$ cat src/design/tsphp_pkg.sv
`default_nettype none

package tsphp_pkg;

    localparam int PACKET_BYTES = 188;
    localparam int POS_W        = $clog2(PACKET_BYTES);
    localparam int OFS_W        = 10;
    localparam int ACC_W        = 24;
    localparam int MAX_RECS     = 5;
    localparam int REC_IDX_W    = $clog2(MAX_RECS + 1);

    localparam logic [7:0]       SYNC_BYTE    = 8'h47;
    localparam logic [OFS_W-1:0] HEADER_BYTES = 10'd4;

    typedef enum logic [4:0] {
        FC_ERR       = 5'd0,
        FC_PUSI      = 5'd1,
        FC_PRIO      = 5'd2,
        FC_PID       = 5'd3,
        FC_SCRAMBLE  = 5'd4,
        FC_ADAPT_CTL = 5'd5,
        FC_CC        = 5'd6,
        FC_AF_FLAGS  = 5'd7,
        FC_OFFSET    = 5'd8,
        FC_TABLE_ID  = 5'd9,
        FC_SECT_LEN  = 5'd10,
        FC_TSID      = 5'd11,
        FC_VERSION   = 5'd12,
        FC_CUR_NEXT  = 5'd13,
        FC_PROG_NUM  = 5'd14,
        FC_MAP_PID   = 5'd15,
        FC_CRC       = 5'd16,
        FC_STATUS    = 5'd17
    } field_code_t;

    typedef struct packed {
        logic [7:0] data_byte;
        logic       packet_start;
    } in_t;

    typedef struct packed {
        field_code_t field_code;
        logic [31:0] field_value;
        logic        last_of_byte;
    } out_t;

    typedef struct packed {
        logic ofs_final;
        logic adapt;
        logic payload;
        logic pusi;
    } hdr_flags_t;

endpackage

`default_nettype wire

$ cat src/design/ts_packet_header_pat_parser_unit.sv
`default_nettype none

// channel   ports                               payload
// input     s_valid / s_ready / s_data          tsphp_pkg::in_t  (data_byte, packet_start)
// result    m_valid / m_ready / m_data          tsphp_pkg::out_t (field_code, field_value,
//                                                                 last_of_byte)
//
// Each byte is parsed in the cycle it is transferred; its records (0 to 4) land in a
// small record buffer that drains one record per cycle while m_ready is high. A byte
// with at most one record sustains one byte per cycle while m_ready is high; with more,
// the next byte is taken while the last buffered record is being transferred out.
// Synchronous active-low reset clears parser state and empties the buffer.

module ts_packet_header_pat_parser_unit (
    input  wire                   aclk,
    input  wire                   aresetn,
    input  wire                   s_valid,
    output logic                  s_ready,
    input  wire tsphp_pkg::in_t   s_data,
    output logic                  m_valid,
    input  wire                   m_ready,
    output tsphp_pkg::out_t       m_data
);

    logic [tsphp_pkg::POS_W-1:0]     pos_reg, pos_next, pos;
    tsphp_pkg::hdr_flags_t           hf_reg, hf_next;
    logic [12:0]                     pid_reg, pid_next;
    logic [7:0]                      alen_reg, alen_next;
    logic [tsphp_pkg::OFS_W-1:0]     pso_reg, pso_next;
    logic [2:0]                      status_reg, status_next;
    logic [tsphp_pkg::ACC_W-1:0]     acc_reg, acc_next;

    tsphp_pkg::out_t                 qbuf_reg [tsphp_pkg::MAX_RECS];
    logic [tsphp_pkg::REC_IDX_W-1:0] cnt_reg, head_reg;

    tsphp_pkg::out_t                 recs [tsphp_pkg::MAX_RECS];
    logic [tsphp_pkg::REC_IDX_W-1:0] n;
    logic [7:0]                      b;
    logic [tsphp_pkg::OFS_W-1:0]     pos_w, k;
    logic                            s_xfer, m_xfer;

    function automatic tsphp_pkg::out_t mk_rec(tsphp_pkg::field_code_t code,
                                               logic [31:0] value);
        tsphp_pkg::out_t r;
        r.field_code   = code;
        r.field_value  = value;
        r.last_of_byte = 1'b0;
        return r;
    endfunction

    assign s_xfer  = s_valid && s_ready;
    assign m_xfer  = m_valid && m_ready;
    assign m_valid = (cnt_reg != '0);
    assign s_ready = (cnt_reg == '0) || ((cnt_reg == tsphp_pkg::REC_IDX_W'(1)) && m_ready);
    assign m_data  = qbuf_reg[head_reg];

    always_comb begin
        b           = s_data.data_byte;
        pos         = s_data.packet_start ? '0 : pos_reg;
        pos_w       = tsphp_pkg::OFS_W'(pos);
        k           = pos_w - pso_reg;
        hf_next     = hf_reg;
        pid_next    = pid_reg;
        alen_next   = alen_reg;
        pso_next    = pso_reg;
        status_next = status_reg;
        acc_next    = acc_reg;
        n           = '0;
        for (int i = 0; i < tsphp_pkg::MAX_RECS; i++) begin
            recs[i] = mk_rec(tsphp_pkg::FC_ERR, '0);
        end

        if (pos == '0) begin
            hf_next     = '0;
            pid_next    = '0;
            alen_next   = '0;
            pso_next    = tsphp_pkg::HEADER_BYTES;
            acc_next    = '0;
            status_next = {2'b00, b != tsphp_pkg::SYNC_BYTE};
        end else if (!status_reg[0]) begin
            if (pos == tsphp_pkg::POS_W'(1)) begin
                recs[n] = mk_rec(tsphp_pkg::FC_ERR, {31'd0, b[7]});  n = n + 1'b1;
                recs[n] = mk_rec(tsphp_pkg::FC_PUSI, {31'd0, b[6]}); n = n + 1'b1;
                recs[n] = mk_rec(tsphp_pkg::FC_PRIO, {31'd0, b[5]}); n = n + 1'b1;
                if (b[6]) begin
                    hf_next.pusi = 1'b1;
                end
                pid_next = {8'd0, b[4:0]};
            end else if (pos == tsphp_pkg::POS_W'(2)) begin
                pid_next = {pid_reg[4:0], b};
                recs[n] = mk_rec(tsphp_pkg::FC_PID, {19'd0, pid_reg[4:0], b}); n = n + 1'b1;
            end else if (pos == tsphp_pkg::POS_W'(3)) begin
                recs[n] = mk_rec(tsphp_pkg::FC_SCRAMBLE, {30'd0, b[7:6]});  n = n + 1'b1;
                recs[n] = mk_rec(tsphp_pkg::FC_ADAPT_CTL, {30'd0, b[5:4]}); n = n + 1'b1;
                recs[n] = mk_rec(tsphp_pkg::FC_CC, {28'd0, b[3:0]});        n = n + 1'b1;
                if (b[4]) begin
                    hf_next.payload = 1'b1;
                end
                if (b[5]) begin
                    hf_next.adapt = 1'b1;
                end else begin
                    pso_next = tsphp_pkg::HEADER_BYTES;
                    if (!hf_reg.pusi) begin
                        hf_next.ofs_final = 1'b1;
                        recs[n] = mk_rec(tsphp_pkg::FC_OFFSET,
                                         32'(tsphp_pkg::HEADER_BYTES));
                        n = n + 1'b1;
                    end
                end
            end else if (pos == tsphp_pkg::POS_W'(4) && hf_reg.adapt) begin
                alen_next = b;
                pso_next  = tsphp_pkg::HEADER_BYTES + 10'd1 + {2'b00, b};
                if (!hf_reg.pusi) begin
                    hf_next.ofs_final = 1'b1;
                    recs[n] = mk_rec(tsphp_pkg::FC_OFFSET,
                                     32'(tsphp_pkg::HEADER_BYTES + 10'd1 + {2'b00, b}));
                    n = n + 1'b1;
                end
            end else begin
                if (pos == tsphp_pkg::POS_W'(5) && hf_reg.adapt && alen_reg != '0) begin
                    recs[n] = mk_rec(tsphp_pkg::FC_AF_FLAGS, {24'd0, b}); n = n + 1'b1;
                end
                if (!hf_reg.ofs_final) begin
                    // pointer field: payload starts after it
                    if (hf_reg.pusi && pos_w == pso_reg) begin
                        pso_next = pos_w + 10'd1 + {2'b00, b};
                        hf_next.ofs_final = 1'b1;
                        recs[n] = mk_rec(tsphp_pkg::FC_OFFSET,
                                         32'(pos_w + 10'd1 + {2'b00, b}));
                        n = n + 1'b1;
                    end
                end else if (hf_reg.payload && pid_reg == '0 && pos_w >= pso_reg) begin
                    case (k)
                        10'd0: begin
                            recs[n] = mk_rec(tsphp_pkg::FC_TABLE_ID, {24'd0, b});
                            n = n + 1'b1;
                        end
                        10'd1: begin
                            if (!b[7]) begin
                                status_next[1] = 1'b1;
                            end
                            if (b[6]) begin
                                status_next[2] = 1'b1;
                            end
                            acc_next = {20'd0, b[3:0]};
                        end
                        10'd2: begin
                            recs[n] = mk_rec(tsphp_pkg::FC_SECT_LEN, {acc_reg, b});
                            n = n + 1'b1;
                        end
                        10'd3, 10'd8, 10'd12: begin
                            acc_next = {16'd0, b};
                        end
                        10'd4: begin
                            recs[n] = mk_rec(tsphp_pkg::FC_TSID, {acc_reg, b});
                            n = n + 1'b1;
                        end
                        10'd5: begin
                            recs[n] = mk_rec(tsphp_pkg::FC_VERSION, {27'd0, b[5:1]});
                            n = n + 1'b1;
                            recs[n] = mk_rec(tsphp_pkg::FC_CUR_NEXT, {31'd0, b[0]});
                            n = n + 1'b1;
                        end
                        10'd9: begin
                            recs[n] = mk_rec(tsphp_pkg::FC_PROG_NUM, {acc_reg, b});
                            n = n + 1'b1;
                        end
                        10'd10: begin
                            acc_next = {19'd0, b[4:0]};
                        end
                        10'd11: begin
                            recs[n] = mk_rec(tsphp_pkg::FC_MAP_PID, {acc_reg, b});
                            n = n + 1'b1;
                        end
                        10'd13, 10'd14: begin
                            acc_next = {acc_reg[15:0], b};
                        end
                        10'd15: begin
                            recs[n] = mk_rec(tsphp_pkg::FC_CRC, {acc_reg, b});
                            n = n + 1'b1;
                        end
                        default: begin
                        end
                    endcase
                end
            end
        end

        if (pos == tsphp_pkg::POS_W'(tsphp_pkg::PACKET_BYTES - 1)) begin
            recs[n] = mk_rec(tsphp_pkg::FC_STATUS, {29'd0, status_next});
            n = n + 1'b1;
        end

        for (int i = 0; i < tsphp_pkg::MAX_RECS; i++) begin
            recs[i].last_of_byte = (tsphp_pkg::REC_IDX_W'(i + 1) == n);
        end

        pos_next = (pos >= tsphp_pkg::POS_W'(tsphp_pkg::PACKET_BYTES - 1)) ? '0
                                                                           : pos + 1'b1;
    end

    always_ff @(posedge aclk) begin
        if (!aresetn) begin
            pos_reg    <= '0;
            hf_reg     <= '0;
            pid_reg    <= '0;
            alen_reg   <= '0;
            pso_reg    <= tsphp_pkg::HEADER_BYTES;
            status_reg <= '0;
            acc_reg    <= '0;
            cnt_reg    <= '0;
            head_reg   <= '0;
        end else begin
            if (s_xfer) begin
                pos_reg    <= pos_next;
                hf_reg     <= hf_next;
                pid_reg    <= pid_next;
                alen_reg   <= alen_next;
                pso_reg    <= pso_next;
                status_reg <= status_next;
                acc_reg    <= acc_next;
                cnt_reg    <= n;
                head_reg   <= '0;
            end else if (m_xfer) begin
                cnt_reg    <= cnt_reg - 1'b1;
                head_reg   <= head_reg + 1'b1;
            end
        end
    end

    // record buffer payload, loaded whole on each byte transfer
    always_ff @(posedge aclk) begin
        if (s_xfer) begin
            for (int i = 0; i < tsphp_pkg::MAX_RECS; i++) begin
                qbuf_reg[i] <= recs[i];
            end
        end
    end

endmodule

`default_nettype wire

$ cat config.mk
export PLATFORM = sky130hd
export DESIGN_NAME = ts_packet_header_pat_parser_unit
export DESIGN_NICKNAME = d
export VERILOG_FILES = /design/src/design/tsphp_pkg.sv /design/src/design/ts_packet_header_pat_parser_unit.sv
export SDC_FILE = /design/constraint.sdc
export NUM_CORES = 1
export LEC_CHECK = 0
export ABC_AREA = 1
export BUFFER_PORTS_ARGS = -buffer_cell sky130_fd_sc_hd__buf_2
export CORE_MARGIN = 3
export CORE_UTILIZATION = 30
export CTS_CLUSTER_DIAMETER = 200
export CTS_CLUSTER_SIZE = 16
export DETAILED_ROUTE_END_ITERATION = 12
export GPL_ROUTABILITY_DRIVEN = 0
export GPL_TIMING_DRIVEN = 1
export MAX_ROUTING_LAYER = met4
export PLACE_DENSITY = 0.41
export SLEW_MARGIN = 5
export SYNTH_ARGS = -nofsm -noshare
export SYNTH_HDL_FRONTEND = slang
export SYNTH_SLANG_ARGS = --single-unit
export TNS_END_PERCENT = 20
$ cat constraint.sdc
create_clock -name aclk -period 5.6 [get_ports aclk]
set_input_delay 0.28 -clock aclk [delete_from_list [all_inputs] [get_ports aclk]]
set_output_delay 0.28 -clock aclk [all_outputs]
set_load 0.005 [all_outputs]
# Word-level counts from Yosys, hierarchy flattened
# Memories as Yosys holds them, arrays and structs flattened. A register that Yosys moved wholly into a read port is not among the register bits.
# Index checks and enable logic that the tools add are counted.
# totals
register_bits,76
latch_bits,0
mem_bits_rw,190
rom_bits,0
inputBits,13
output_inout_bits,40
elab_cells,246
mem_count,1
# memory_table
memory,words,width,rd,rd_ports_with_merged_regs,wr,line,source
qbuf_reg,5,38,1,1,5,ts_packet_header_pat_parser_unit.sv:33,tsphp_pkg::out_t qbuf_reg [tsphp_pkg::MAX_RECS];
# op_classes
addsub,13
multipliers,0
div,0
order_cmp,8
eq_ne,34
shifts,0
n_mux,131
n_bitwise,4
reduce_logical,43
# ops
cell,n
2-to-1 mux 190 bit,12
bitwise mux 190 bit,10
case mux 190 bit (7 select lines),1
2-to-1 mux 152 bit,3
2-to-1 mux 38 bit,12
demux 38 bit (select 3 bit),3
2-to-1 mux 24 bit,8
2-to-1 mux 114 bit,1
2-to-1 mux 37 bit,3
case mux 24 bit (4 select lines),1
2-to-1 mux 10 bit,9
"== test 10 x 4 -> 1 bit, second input constant",8
2-to-1 mux 76 bit,1
2-to-1 mux 3 bit,24
2-to-1 mux 8 bit,8
2-to-1 mux 13 bit,4
2-to-1 mux 36 bit,1
adder 9 x 8 -> 10 bit,2
"== test 10 x 2 -> 1 bit, second input constant",2
"== test 10 x 3 -> 1 bit, second input constant",2
2-to-1 mux 2 bit,10
"adder 3 x 8 -> 9 bit, first input constant",2
"adder 8 x 1 -> 9 bit, second input constant",2
AND reduction 6 bit,3
47 further kinds,101

# Longest topological paths before layout
# depth
depth_word,35
mapped_depth,35
depth_no_buf,34

# Worst setup path after synthesis
# OpenSTA, ideal clock, no wires.
# synth_timing
path_type,flip-flop to flip-flop
startpoint,register pos_reg[0] (netlist bit)
endpoint,register cnt_reg[2] (netlist bit)
setup_ns,0.094
arrival_ns,3.591
required_ns,5.506
setup_slack_ns,1.916
path_stages_with_launch,32
n_path_buf,1
synth_period_minus_slack_ns,3.684
path_cell_list,dfxtp_1 inv_1 nor2_1 inv_1 ha_1 inv_1 fa_1 nand2_1 inv_1 o21ai_2 nand2_1 nand2_1 nand3_1 nand2_1 nand2_1 nor2_8 buf_6 o211ai_2 nand3_4 nand2_1 nand2_1 nand2_1 nand2_1 nand2_1 nand2_2 nand2_2 inv_2 ha_1 inv_1 o21ai_0 a21boi_0 a311oi_1
# synth_between
elab_chain_len,25
word_cells_on_any_way,46
classes_between,add/sub: 4; order compare: 1; eq/ne: 13; mux: 20; reduce/logical: 8
# synth_rtl
element,line,source
"start, declared",ts_packet_header_pat_parser_unit.sv:25,"logic [tsphp_pkg::POS_W-1:0] pos_reg, pos_next, pos;"
"start signal, assigned",ts_packet_header_pat_parser_unit.sv:215,pos_reg <= pos_next;
2-to-1 mux 8 bit (*),ts_packet_header_pat_parser_unit.sv:59,pos = s_data.packet_start ? '0 : pos_reg;
== test 8 x 3 -> 1 bit,ts_packet_header_pat_parser_unit.sv:120,if (pos == tsphp_pkg::POS_W'(5) && hf_reg.adapt && alen_reg != '0) begin
logical AND 1 bit (2 in series),ts_packet_header_pat_parser_unit.sv:120,
2-to-1 mux 1 bit,ts_packet_header_pat_parser_unit.sv:120,
2-to-1 mux 3 bit,ts_packet_header_pat_parser_unit.sv:110,end else if (pos == tsphp_pkg::POS_W'(4) && hf_reg.adapt) begin
2-to-1 mux 3 bit,ts_packet_header_pat_parser_unit.sv:92,end else if (pos == tsphp_pkg::POS_W'(3)) begin
2-to-1 mux 3 bit,ts_packet_header_pat_parser_unit.sv:89,end else if (pos == tsphp_pkg::POS_W'(2)) begin
2-to-1 mux 3 bit,ts_packet_header_pat_parser_unit.sv:81,if (pos == tsphp_pkg::POS_W'(1)) begin
(+8 left out),-,
2-to-1 mux 3 bit,ts_packet_header_pat_parser_unit.sv:92,
2-to-1 mux 3 bit,ts_packet_header_pat_parser_unit.sv:89,
2-to-1 mux 3 bit,ts_packet_header_pat_parser_unit.sv:81,
2-to-1 mux 3 bit,ts_packet_header_pat_parser_unit.sv:80,end else if (!status_reg[0]) begin
2-to-1 mux 3 bit,ts_packet_header_pat_parser_unit.sv:73,if (pos == '0) begin
adder 3 x 1 -> 3 bit,ts_packet_header_pat_parser_unit.sv:191,n = n + 1'b1;
2-to-1 mux 3 bit (*),ts_packet_header_pat_parser_unit.sv:189,if (pos == tsphp_pkg::POS_W'(tsphp_pkg::PACKET_BYTES - 1)) begin
2-to-1 mux 3 bit (*),ts_packet_header_pat_parser_unit.sv:214,if (s_xfer) begin
"end signal, assigned",ts_packet_header_pat_parser_unit.sv:222,cnt_reg <= n;
"end signal, assigned",ts_packet_header_pat_parser_unit.sv:225,cnt_reg <= cnt_reg - 1'b1;
"end, declared",ts_packet_header_pat_parser_unit.sv:34,"logic [tsphp_pkg::REC_IDX_W-1:0] cnt_reg, head_reg;"
# Mark *: on every way between the ends. The rest lies on a longest branch, timed or not. The select of a mux whose other input is x is not followed.
# A chain may end at the register's enable or synchronous reset.

==> impl_metrics.csv <==
group,metric,value,unit
placement,portBuffers,52,
cells_and_area,num-fill-cells,3763,
synthesis,syn_area,0.01058,mm2
setup_path,start_kind,"register",
setup_path,cp-end-kind,"register",
setup_path,worst_path_max_delay_cell,"o21ai_0",
cells_and_area,regArea,0.004474,mm2
power_and_ir_drop,switching_power,0.001311,W
cells_and_area,n_antenna_cell,0,
synthesis,synthCells,1404,
cells_and_area,nets,1479,
synthesis,synth-main-ff-cell,"edfxtp_1",
timing,fin_tns_setup,0,ns
die,core,0.03463,mm2
die,fp.dieW,193.8,um
setup_path,crit_top_cell,"nand2_1",
flow_run,timing.max_cap.violations,0,
power_and_ir_drop,swShare,34.21,%
timing,final-setup-viol-count,0,
cells_and_area,utilization,34.41,%
route,vias,9692,
cts,clk_pin_slew_worst_paths,0.08,ns
route,drt-initial-drc-count,1033,
worst_hold_path,holdPathStages,3,
cts,clock-sinks,175,
power_and_ir_drop,ir_worst_vdd,0.2039,mV
die,top_level_ports,53,
timing,relSlewSlack,48.17,%
route,m1WireLength,18500,um
cts,cts_max_level,4,
global_route,grt_use_total,20.34,%
route,vias_per_cell,5.072,
global_route,grt_max_degree,58,
route,wl_met2,15990,um
timing,slew_viol_final,0,
cells_and_area,multi_input_area,0.005179,mm2
timing,fmax,224.4,MHz
synthesis,yosysUniqueCellTypes,61,
setup_path,crit_path_max_incr_delay,0.32,ns
route,wl_per_cell,19.47,um
timing,tightest_slew,0.7775,ns
global_route,grt_pass1_wl,57710,um
setup_path,crit_type,"register to register",
placement,dp_slack,1.085,ns
placement,dp_hpwl,27710,um
power_and_ir_drop,seqPwrFrac,44.2,%
timing,setup_slack,1.143,ns
global_route,grt_pass1_vias,9345,
timing,fin_crit,4.457,ns
cells_and_area,largest_reg_flops,97,
power_and_ir_drop,p_leak,4.860,nW
synthesis,synth-seq-cells,175,
synthesis,synth-seq-area-share,42.28,%
route,drt_first_pass_iters,6,
die,rows,68,
synthesis,synth_edf_count,97,
timing,fin_skew,0.01430,ns
route,dr.max_layer_used,"met4",
power_and_ir_drop,pwr-share-clk,31.7,%
die,die_h,193.8,um
global_route,grt_antenna_before_repair,0,
power_and_ir_drop,p_comb_share,24.1,%
outcome,run_status,"complete, no violations",
route,drt-total-wl,37210,um
power_and_ir_drop,p_int,0.002522,W
die,dieArea,0.03756,mm2
route,ant_nets,0,
timing,min_period_over_period,79.59,%
cts,clockRootBuffer,"clkbuf_16",
cts,ctsHoldBuffers,0,
timing,rsz0062_at_grt,"no",
synthesis,yosysWarnings,0,
setup_path,worstPathArrival,4.63,ns
setup_path,cp_max_fo,22,
cts,clk_latency,0.45,ns
route,drc,0,
setup_path,r2r_cells,34,
cts,cts_buffers,17,
timing,final_hold_viol_count,0,
cts,post_cts_buffers,0,
cts,ctsResizeCount,0,
route,dr_wl_met3,1856,um
die,start_util,30.56,%
power_and_ir_drop,cellPowerDensity,321.7,mW/mm2
cts,cts_tree,"yes",
worst_hold_path,hold_class,"input port to register",
setup_path,required,5.78,ns
global_route,grt-ovfl-total,0,
synthesis,syn_area_per_cell,7.538,um2
cells_and_area,areaGrowthSynthToFinish,12.59,%
synthesis,synthArstFlopShare,0,%
cts,cts.path.max_buffers,2,
cells_and_area,final_layout_size_suffix_gt1_share,11.54,%
==> final cells by class <==
| type | count | share of cell area [%] |
|---|---|---|
| multi-input combinational | 992 | 43.46 |
| sequential | 175 | 37.55 |
| inverter | 187 | 5.933 |
| tap | 455 | 4.778 |
| clock buffer | 22 | 4.169 |
| timing repair buffer | 70 | 3.318 |
| clock inverter | 10 | 0.7876 |
==> critical path: cells and delay by family (launching register included) <==
family | cells | cell delay [ns]
buf+inv | 9 | 0.91
simple gates | 19 | 1.76
flops | 1 | 0.31
fa+ha+maj | 3 | 0.52
compound gates | 3 | 0.65
==> synth_stat cells (2+ instances only) <==
master / instances / area [um2]
o31ai_1: 4 / 30.03
o21ai_1: 6 / 30.03
o22ai_1: 10 / 62.56
o2111ai_1: 2 / 17.52
clkbuf_1: 40 / 150.1
a31oi_1: 7 / 43.79
nand3_1: 57 / 285.3
o221ai_1: 7 / 61.31
a221oi_1: 4 / 35.03
a21o_1: 2 / 15.01
o211ai_2: 3 / 37.54
nor3_1: 30 / 150.1
nor4_1: 6 / 37.54
buf_2: 8 / 40.04
nand4_1: 25 / 156.4
nor2_4: 3 / 33.78
buf_1: 2 / 7.510
o211ai_1: 12 / 90.09
nor2_1: 248 / 930.9
inv_2: 10 / 37.54
clkinv_1: 6 / 22.52
buf_6: 4 / 45.04
a22oi_1: 10 / 75.07
dfxtp_1: 78 / 1562
xnor2_1: 2 / 17.52
o32ai_1: 3 / 26.28
ha_1: 22 / 275.3
nand3b_1: 2 / 15.01
edfxtp_1: 97 / 2913
nand3_2: 5 / 50.05
o41ai_1: 2 / 17.52
and3_1: 2 / 12.51
a21oi_1: 97 / 485.5
a211oi_1: 30 / 225.2
nand2_1: 212 / 795.8
nand2_4: 4 / 45.04
o21ai_0: 105 / 525.5
a41oi_1: 2 / 17.52
xor2_1: 15 / 131.4
nand2_2: 14 / 87.58
nor2_2: 5 / 31.28
nor3_2: 10 / 100.1
inv_1: 170 / 638.1
or2_2: 4 / 25.02
==> final timing paths <==
| path | start | to | slack [ns] |
|---|---|---|---|
| max | pos_reg[0]$_SDFFE_PN0P_ | qbuf_reg[2][0]$_DFFE_PP_ | 1.14 |
| max reg2reg | pos_reg[0]$_SDFFE_PN0P_ | qbuf_reg[2][0]$_DFFE_PP_ | 1.14 |
| min | m_ready | head_reg[1]$_SDFFE_PP0P_ | 0.17 |
| min reg2reg | pid_reg[11]$_SDFFE_PN0P_ | pid_reg[11]$_SDFFE_PN0P_ | 0.47 |
==> power by group through the flow <==
stage	Combinational [W]	Clock, W	Sequential [W]
after floorplan	0.000601	0	0.00170
after global placement	0.000931	0	0.00172
after detailed placement	0.000928	0	0.00172
after CTS	0.000932	0.00125	0.00170
after global routing	0.00105	0.00130	0.00172
final	0.000922	0.00122	0.00170
==> layout by cell type (no fill, tap or decap), types with 4 or more instances in the layout <==
cell	n
a21oi_1	97
nor3_2	10
inv_2	10
conb_1	5
o211ai_1	12
inv_1	169
o22ai_1	10
dfxtp_1	78
clkbuf_16	19
edfxtp_1	97
or2_2	4
nor4_1	6
o221ai_1	7
nand2_4	4
xor2_1	15
nand3_2	5
buf_4	18
buf_2	52
clkinv_1	6
nand2_1	212
a211oi_1	30
a31oi_1	7
nand3_1	57
nor2_1	247
nor2_2	6
o21ai_1	6
nand2_2	14
o21ai_0	105
a221oi_1	4
o31ai_1	4
ha_1	22
a22oi_1	10
nor3_1	30
nand4_1	25
==> logic make-up after synthesis <==
group                      Yosys count  synth area share (%)
AOI/OAI and AO/OA                  315                 17.78
xor gates and xnor gates            17                 1.407
adders and majority gates           23                 2.790
buffers and inverters              241                 8.950
DFF                                175                 42.28
other                                1               0.03544
and+or+nand+nor                    632                 26.76
==> metal layers <==
layer	vias to the layer above	GRT usage (%)
met5	-	-
met4	0	6.356
met3	46	3.162
met2	275	29.47
met1	4544	29.21
li1	4827	-
==> metrics by stage <==
step | std cells | hold WS, ns | power, W | instance area, um2
after floorplan | 1408 | 0.4286 | 0.002305 | 10600
after global placement | 1879 | 0.4525 | 0.002654 | 11320
after detailed placement | 1879 | 0.4591 | 0.002652 | 11320
after CTS | 1911 | 0.1486 | 0.003881 | 11920
after global routing | 1911 | 0.1725 | 0.004063 | 11920
final | 1911 | 0.1689 | 0.003833 | 11920
Power figures use the tool's default switching activity.
